==> src/rtl/gcmenc_pkg.sv <==
`timescale 1ns / 1ps

package gcmenc_pkg;

   typedef enum logic [1:0] {
      CMD_START  = 2'd0,
      CMD_AAD    = 2'd1,
      CMD_TEXT   = 2'd2,
      CMD_FINISH = 2'd3
   } cmd_type;

   typedef enum logic [1:0] {
      ST_IDLE,
      ST_KEYEXP,
      ST_AES,
      ST_GHASH
   } state_type;

   // what the running block cipher pass is for
   typedef enum logic [1:0] {
      JOB_HSUB,
      JOB_TMASK,
      JOB_TEXT
   } job_type;

   localparam logic [2:0] CSR_KEY_HI = 3'd0;
   localparam logic [2:0] CSR_KEY_LO = 3'd1;
   localparam logic [2:0] CSR_IV_HI  = 3'd2;
   localparam logic [2:0] CSR_IV_LO  = 3'd3;

   localparam int unsigned NUM_ROUNDS = 10;
   localparam int unsigned GF_BITS_PER_CYCLE = 8;

   localparam logic [127:0] GF_REDUCE = {8'hE1, 120'd0};

   // classified request as queued between front and back
   typedef struct packed {
      cmd_type      cmd;
      logic [127:0] data;
      logic [127:0] mask;
      logic [7:0]   nbits;
   } item_type;

   typedef struct packed {
      logic         valid;
      logic [127:0] value;
      logic         is_tag;
   } result_type;

   typedef struct packed {
      logic [127:0] z;
      logic [127:0] v;
   } gf_type;

   localparam logic [7:0] RCON [10] = '{
      8'h01, 8'h02, 8'h04, 8'h08, 8'h10, 8'h20, 8'h40, 8'h80, 8'h1b, 8'h36
   };

   localparam logic [7:0] SBOX [256] = '{
      8'h63,8'h7c,8'h77,8'h7b,8'hf2,8'h6b,8'h6f,8'hc5,8'h30,8'h01,8'h67,8'h2b,8'hfe,8'hd7,8'hab,8'h76,
      8'hca,8'h82,8'hc9,8'h7d,8'hfa,8'h59,8'h47,8'hf0,8'had,8'hd4,8'ha2,8'haf,8'h9c,8'ha4,8'h72,8'hc0,
      8'hb7,8'hfd,8'h93,8'h26,8'h36,8'h3f,8'hf7,8'hcc,8'h34,8'ha5,8'he5,8'hf1,8'h71,8'hd8,8'h31,8'h15,
      8'h04,8'hc7,8'h23,8'hc3,8'h18,8'h96,8'h05,8'h9a,8'h07,8'h12,8'h80,8'he2,8'heb,8'h27,8'hb2,8'h75,
      8'h09,8'h83,8'h2c,8'h1a,8'h1b,8'h6e,8'h5a,8'ha0,8'h52,8'h3b,8'hd6,8'hb3,8'h29,8'he3,8'h2f,8'h84,
      8'h53,8'hd1,8'h00,8'hed,8'h20,8'hfc,8'hb1,8'h5b,8'h6a,8'hcb,8'hbe,8'h39,8'h4a,8'h4c,8'h58,8'hcf,
      8'hd0,8'hef,8'haa,8'hfb,8'h43,8'h4d,8'h33,8'h85,8'h45,8'hf9,8'h02,8'h7f,8'h50,8'h3c,8'h9f,8'ha8,
      8'h51,8'ha3,8'h40,8'h8f,8'h92,8'h9d,8'h38,8'hf5,8'hbc,8'hb6,8'hda,8'h21,8'h10,8'hff,8'hf3,8'hd2,
      8'hcd,8'h0c,8'h13,8'hec,8'h5f,8'h97,8'h44,8'h17,8'hc4,8'ha7,8'h7e,8'h3d,8'h64,8'h5d,8'h19,8'h73,
      8'h60,8'h81,8'h4f,8'hdc,8'h22,8'h2a,8'h90,8'h88,8'h46,8'hee,8'hb8,8'h14,8'hde,8'h5e,8'h0b,8'hdb,
      8'he0,8'h32,8'h3a,8'h0a,8'h49,8'h06,8'h24,8'h5c,8'hc2,8'hd3,8'hac,8'h62,8'h91,8'h95,8'he4,8'h79,
      8'he7,8'hc8,8'h37,8'h6d,8'h8d,8'hd5,8'h4e,8'ha9,8'h6c,8'h56,8'hf4,8'hea,8'h65,8'h7a,8'hae,8'h08,
      8'hba,8'h78,8'h25,8'h2e,8'h1c,8'ha6,8'hb4,8'hc6,8'he8,8'hdd,8'h74,8'h1f,8'h4b,8'hbd,8'h8b,8'h8a,
      8'h70,8'h3e,8'hb5,8'h66,8'h48,8'h03,8'hf6,8'h0e,8'h61,8'h35,8'h57,8'hb9,8'h86,8'hc1,8'h1d,8'h9e,
      8'he1,8'hf8,8'h98,8'h11,8'h69,8'hd9,8'h8e,8'h94,8'h9b,8'h1e,8'h87,8'he9,8'hce,8'h55,8'h28,8'hdf,
      8'h8c,8'ha1,8'h89,8'h0d,8'hbf,8'he6,8'h42,8'h68,8'h41,8'h99,8'h2d,8'h0f,8'hb0,8'h54,8'hbb,8'h16
   };

   function automatic logic [7:0] xtime(input logic [7:0] a);
      xtime = {a[6:0], 1'b0} ^ (a[7] ? 8'h1b : 8'h00);
   endfunction

   // one AES round; byte 0 sits in the top bits, byte i is row i%4 of column i/4
   function automatic logic [127:0] aes_round(input logic [127:0] s, input logic [127:0] rk,
                                              input logic last);
      logic [7:0]   sb [16];
      logic [7:0]   t  [16];
      logic [7:0]   m  [16];
      logic [7:0]   a0, a1, a2, a3;
      logic [127:0] r;
      for (int i = 0; i < 16; i++) begin
         sb[i] = SBOX[s[127 - 8 * i -: 8]];
      end
      for (int c = 0; c < 4; c++) begin
         for (int i = 0; i < 4; i++) begin
            t[i + 4 * c] = sb[i + 4 * ((c + i) & 3)];
         end
      end
      for (int c = 0; c < 4; c++) begin
         a0 = t[4 * c];
         a1 = t[4 * c + 1];
         a2 = t[4 * c + 2];
         a3 = t[4 * c + 3];
         m[4 * c]     = xtime(a0) ^ xtime(a1) ^ a1 ^ a2 ^ a3;
         m[4 * c + 1] = a0 ^ xtime(a1) ^ xtime(a2) ^ a2 ^ a3;
         m[4 * c + 2] = a0 ^ a1 ^ xtime(a2) ^ xtime(a3) ^ a3;
         m[4 * c + 3] = xtime(a0) ^ a0 ^ a1 ^ a2 ^ xtime(a3);
      end
      for (int i = 0; i < 16; i++) begin
         r[127 - 8 * i -: 8] = (last ? t[i] : m[i]) ^ rk[127 - 8 * i -: 8];
      end
      aes_round = r;
   endfunction

   function automatic logic [127:0] key_next(input logic [127:0] rk, input logic [7:0] rc);
      logic [31:0] w0, w1, w2, w3, rot, t, n0, n1, n2, n3;
      w0  = rk[127:96];
      w1  = rk[95:64];
      w2  = rk[63:32];
      w3  = rk[31:0];
      rot = {w3[23:0], w3[31:24]};
      t   = {SBOX[rot[31:24]], SBOX[rot[23:16]], SBOX[rot[15:8]], SBOX[rot[7:0]]}
            ^ {rc, 24'd0};
      n0  = w0 ^ t;
      n1  = w1 ^ n0;
      n2  = w2 ^ n1;
      n3  = w3 ^ n2;
      key_next = {n0, n1, n2, n3};
   endfunction

   // eight bits of the GF(2^128) shift-and-add product, MSB of x first
   function automatic gf_type gf_step(input gf_type g, input logic [7:0] x);
      gf_type r;
      logic   lsb;
      r = g;
      for (int i = 0; i < GF_BITS_PER_CYCLE; i++) begin
         if (x[7 - i]) begin
            r.z = r.z ^ r.v;
         end
         lsb = r.v[0];
         r.v = {1'b0, r.v[127:1]} ^ (lsb ? GF_REDUCE : 128'd0);
      end
      gf_step = r;
   endfunction

endpackage

==> src/rtl/gcmenc_front.sv <==
`timescale 1ns / 1ps

module gcmenc_front import gcmenc_pkg::*; (
   input  logic          clock,
   input  logic          reset,
   input  logic          req_valid,
   output logic          req_stall,
   input  logic [1:0]    req_cmd,
   input  logic [63:0]   req_data_hi,
   input  logic [63:0]   req_data_lo,
   input  logic [4:0]    req_valid_bytes,
   output logic          q_valid,
   output item_type      q_item,
   input  logic          q_pop
);

   item_type    fifo_ff [2];
   logic        wr_ptr_ff, wr_ptr_in;
   logic        rd_ptr_ff, rd_ptr_in;
   logic [1:0]  count_ff, count_in;
   logic        push;
   logic        pop;
   logic [4:0]  nsat;
   logic [127:0] mask;
   item_type    item;

   // saturate byte count, build byte mask, zero the padding
   always_comb begin
      nsat = (req_valid_bytes > 5'd16) ? 5'd16 : req_valid_bytes;
      for (int k = 0; k < 16; k++) begin
         mask[127 - 8 * k -: 8] = (5'(k) < nsat) ? 8'hff : 8'h00;
      end
      item.cmd   = cmd_type'(req_cmd);
      item.data  = {req_data_hi, req_data_lo} & mask;
      item.mask  = mask;
      item.nbits = {nsat, 3'd0};
   end

   assign req_stall = (count_ff == 2'd2);
   assign push      = req_valid && !req_stall;
   assign q_valid   = (count_ff != 2'd0);
   assign pop       = q_pop && q_valid;
   assign q_item    = fifo_ff[rd_ptr_ff];

   always_comb begin
      wr_ptr_in = push ? !wr_ptr_ff : wr_ptr_ff;
      rd_ptr_in = pop ? !rd_ptr_ff : rd_ptr_ff;
      count_in  = count_ff + {1'b0, push} - {1'b0, pop};
   end

   always_ff @(posedge clock) begin
      if (reset) begin
         wr_ptr_ff <= 1'b0;
         rd_ptr_ff <= 1'b0;
         count_ff  <= 2'd0;
      end else begin
         wr_ptr_ff <= wr_ptr_in;
         rd_ptr_ff <= rd_ptr_in;
         count_ff  <= count_in;
      end
   end

   always_ff @(posedge clock) begin
      if (push) begin
         fifo_ff[wr_ptr_ff] <= item;
      end
   end

endmodule

==> config.mk <==
export PLATFORM = sky130hd
export DESIGN_NAME = gcmenc_front
export DESIGN_NICKNAME = d
export VERILOG_FILES = /design/src/rtl/gcmenc_pkg.sv /design/src/rtl/gcmenc_front.sv
export SDC_FILE = /design/constraint.sdc
export NUM_CORES = 1
export LEC_CHECK = 0
export BUFFER_PORTS_ARGS = -buffer_cell sky130_fd_sc_hd__buf_4
export CORE_MARGIN = 2
export CORE_UTILIZATION = 55
export CTS_CLUSTER_SIZE = 14
export DETAILED_ROUTE_END_ITERATION = 6
export PLACE_DENSITY = 0.85
export SETUP_SLACK_MARGIN = 0.15
export SYNTH_ARGS = -nofsm -noshare
export SYNTH_HDL_FRONTEND = slang
export SYNTH_SLANG_ARGS = --single-unit
==> constraint.sdc <==
create_clock -name clock -period 11.65 [get_ports clock]
set_input_delay 1.165 -clock clock [delete_from_list [all_inputs] [get_ports clock]]
set_output_delay 1.165 -clock clock [all_outputs]
set_load 0.05 [all_outputs]
==> run summary <==
The number of DRC violations after detailed-routing iteration 0 is 357, and the post-route fraction of the period consumed by the critical path is 38.6%. The tools report the sum of overflow across all layers after global routing as 0. The run gives 27900 µm as the aggregate routed wire length. The run gives 0.801 as the weighted congestion reported at the end of routability-driven placement. The detailed-placement wirelength estimate was 18600 µm; the clock insertion delay at the later pin of the skew report was 0.54 ns.

The startpoint identified for the worst register-to-register timing path is count_ff[0]. The post-route netlist has 55.0% of its cells at a drive strength greater than 1. In this run the standard cell core region covers 0.0233 mm².

The repair_antennas step left the layout with diodes totalling 0. In the routed layout, each cell is associated on average with a via count of 5.09. Number of distinct standard cells referenced by the synthesized netlist: 33. Port buffering added 403 buffers. After clock tree synthesis, the flow added hold-fix buffers numbering 0. Setup slack closes at 7.15 ns. Measured in cells, the most critical reg-to-reg path has a length of 4.

Counting flops and latches in the post-synthesis netlist gives 305. The worst setup path is of the register to primary output kind. Derived from the worst setup path, the maximum achievable clock frequency is 222 MHz. Boundary pin count: 407. The die covers 0.0248 mm².

Summing the sequential cell areas from Yosys gives 70.3% of the chip area. In this run the mean area of a mapped cell was 16.6 µm². TritonCTS built the clock tree. Counting the fill cells in the layout gives 1531. The flow ran to the end, and the final reports show no timing, DRC or antenna violations. Summed over all failing endpoints, the final setup total negative slack is 0 ns. Global routing used 38.6% of the available met2 tracks. The routing layer with the top usage in global route was met2. For this block, the via count after detailed routing is 7232. In this run the post-CTS setup repair buffer count came out at 0.

Across the run, the number of max-cap violations was 0. In the global route stage, overall resource usage came out at 20.9%. The global-route wire length before repair was 39200 µm.

The class of the most critical hold timing path is register to register. Number of detailed-route iterations in the first pass: 4. The clock root buffer was sky130_fd_sc_hd__clkbuf_16. The number of enable flip-flop cells after synthesis works out to 300. TritonCTS created 30 clock buffers. For the total standard cell area after synthesis, the log shows 0.0129 mm². For the pin with the worst max-slew slack, the measured transition is 1.19 ns. Number of pins exceeding their max-slew limit in the final report: 0.

The minimum clock period after layout came out at 4.50 ns. Post-CTS repair changed the size of 0 cells. For the data arrival time of the critical path, the log shows 3.33 ns.

After detailed routing, the average wire length per cell comes to 19.7 µm. For the final database, setup skew stands at 0.00830 ns. The clock transition at the registers of the reported paths was 0.06 ns. Headroom to the max-slew limit came out at 20.2%.

The run gives 781 as the post-synthesis cell count. The clock passes through at most 3 buffers. The worst setup path is launched from a register.

The count of antenna-violating nets left after detailed routing was 0; the number of warnings reported in the yosys synthesis log was 0. The vertical extent of the die is 157 µm. The tools report the via count of the first global-routing pass as 7319.

For this run, global-route usage on met3 was measured as 4.60%. Summed over all instances, the cell type with the most area after synthesis is sky130_fd_sc_hd__edfxtp_1. The initial utilization of the core area, before any placement, comes to 55.7%. Number of hold violations in the final report: 0.

The worst slack at placement is 7.70 ns. The worst-path maximum fanout was 78; the required time of the critical path was 10.49 ns. Entering global routing, the biggest net connects 82 pins. Among all flip-flop cells after synthesis, the most frequent one is sky130_fd_sc_hd__edfxtp_1. The number of clock sinks is 305, and the proportion of netlist area held by the largest area contributor is 69.6%. The die is 157 µm wide.

For this design the static power due to leakage is 6.29 nW. After synthesis, the cell types taking the most area are sky130_fd_sc_hd__edfxtp_1, sky130_fd_sc_hd__mux2_2, sky130_fd_sc_hd__buf_4. For the number of nets in the layout, the log shows 1220. The async set-reset flop share out of synthesis works out to 0%.

Number of cells on the worst hold path: 2. Most frequently used cell type in the post-synthesis netlist: sky130_fd_sc_hd__edfxtp_1. STA classifies the critical path endpoint as a primary output. In this run the power density over the cells is 276 mW/mm². Setup repair after global routing left no endpoint under its margin. In this run the most critical hold path is launched from wr_ptr_ff. For the number of standard-cell rows in the floorplan, the log shows 56. In the global route stage, met1 resource usage came out at 23.0%.

The tools report the detailed-route DRC error count as 0. Setup violations remaining at the end of the flow were counted as 0. The commonest cells after synthesis are sky130_fd_sc_hd__edfxtp_1, sky130_fd_sc_hd__mux2_2, sky130_fd_sc_hd__buf_4. The area added between synthesis and finish is 26.0%, and the highest ir drop seen on vdd is 0.000197 V. For the count of H-tree levels built during CTS, the log shows 1.

The tools report the number of antenna violations at the first check in global routing as 0.
## per-layer routing
| layer | vias up | part of all wire, % |
|---|---|---|
| li1 | 3308 | - |
| met1 | 3576 | 36 |
| met2 | 283 | 53 |
| met3 | 65 | 6.8 |
| met4 | 0 | 4.2 |
| met5 | - | 0 |
## cells by family after synthesis
logic type	after synthesis	synth area share [%]
AOI/OAI and AO/OA	15	0.908
adders and majority gates	2	0.193
buffers and inverters	156	8.14
and+or+nand+nor	150	7.22
xor gates and xnor gates	2	0.135
muxes	150	13.0
DFF	305	70.3
other	1	0.0290
## registers in the layout, indices dropped and copies added (netlist names), named ones only
signal	cells
count_ff	2
wr_ptr_ff	1
fifo_ff	300
rd_ptr_ff	1
## through the flow
stage / power [mW] / cells / util, % / hold WS (ns) / area [µm²]
final: 4.51 / 1420 / 70.1 / 0.508 / 16300
after global placement: 3.62 / 1366 / 66.3 / 0.474 / 15400
after floorplan: 3.20 / 783 / - / 0.452 / 13000
after CTS: 4.55 / 1420 / 70.1 / 0.509 / 16300
after global routing: 4.66 / 1420 / 70.1 / 0.555 / 16300
after detailed placement: 3.66 / 1366 / 66.3 / 0.499 / 15400
## power by group
part	switching (mW)	total (mW)	internal, mW
registers	0.0736	1.48	1.41
logic	1.50	2.14	0.633
clock network	0.386	0.890	0.504
total	1.96	4.51	2.55
## layout make-up
type                            count  area (µm²)  share of cell area (%)
Clock inverter                     15        90.1                   0.552
Tap cell                          319         399                    2.45
Inverter                           13        53.8                   0.330
Sequential cell                   305        9110                    55.8
Multi-Input combinational cell    322        2800                    17.2
Timing Repair Buffer              407        3060                    18.7
Clock buffer                       39         806                    4.94
## path summary, 6_finish.rpt
check,slack [ns],end
worst max-delay path,7.15,q_item[89]
worst min-delay path,0.51,wr_ptr_ff
worst max register to register,8.68,fifo_ff[1][144]
worst min register to register,0.51,wr_ptr_ff
## worst max-delay path: stages (launching register included)
cell	delay (ns)
sky130_fd_sc_hd__dfxtp_4	0.97
sky130_fd_sc_hd__buf_4	0.90
sky130_fd_sc_hd__mux2_2	0.51
sky130_fd_sc_hd__buf_4	0.22
## layout by cell type (no fill, tap or decap), types with 6 or more instances in the layout
cell type,count
sky130_fd_sc_hd__buf_4,407
sky130_fd_sc_hd__edfxtp_1,300
sky130_fd_sc_hd__mux2_2,150
sky130_fd_sc_hd__nor2b_1,77
sky130_fd_sc_hd__and2_1,57
sky130_fd_sc_hd__clkbuf_16,31
sky130_fd_sc_hd__inv_1,12
sky130_fd_sc_hd__clkinv_1,8
sky130_fd_sc_hd__clkbuf_1,8
sky130_fd_sc_hd__clkinv_2,6
(Power assumes the default switching activity.)
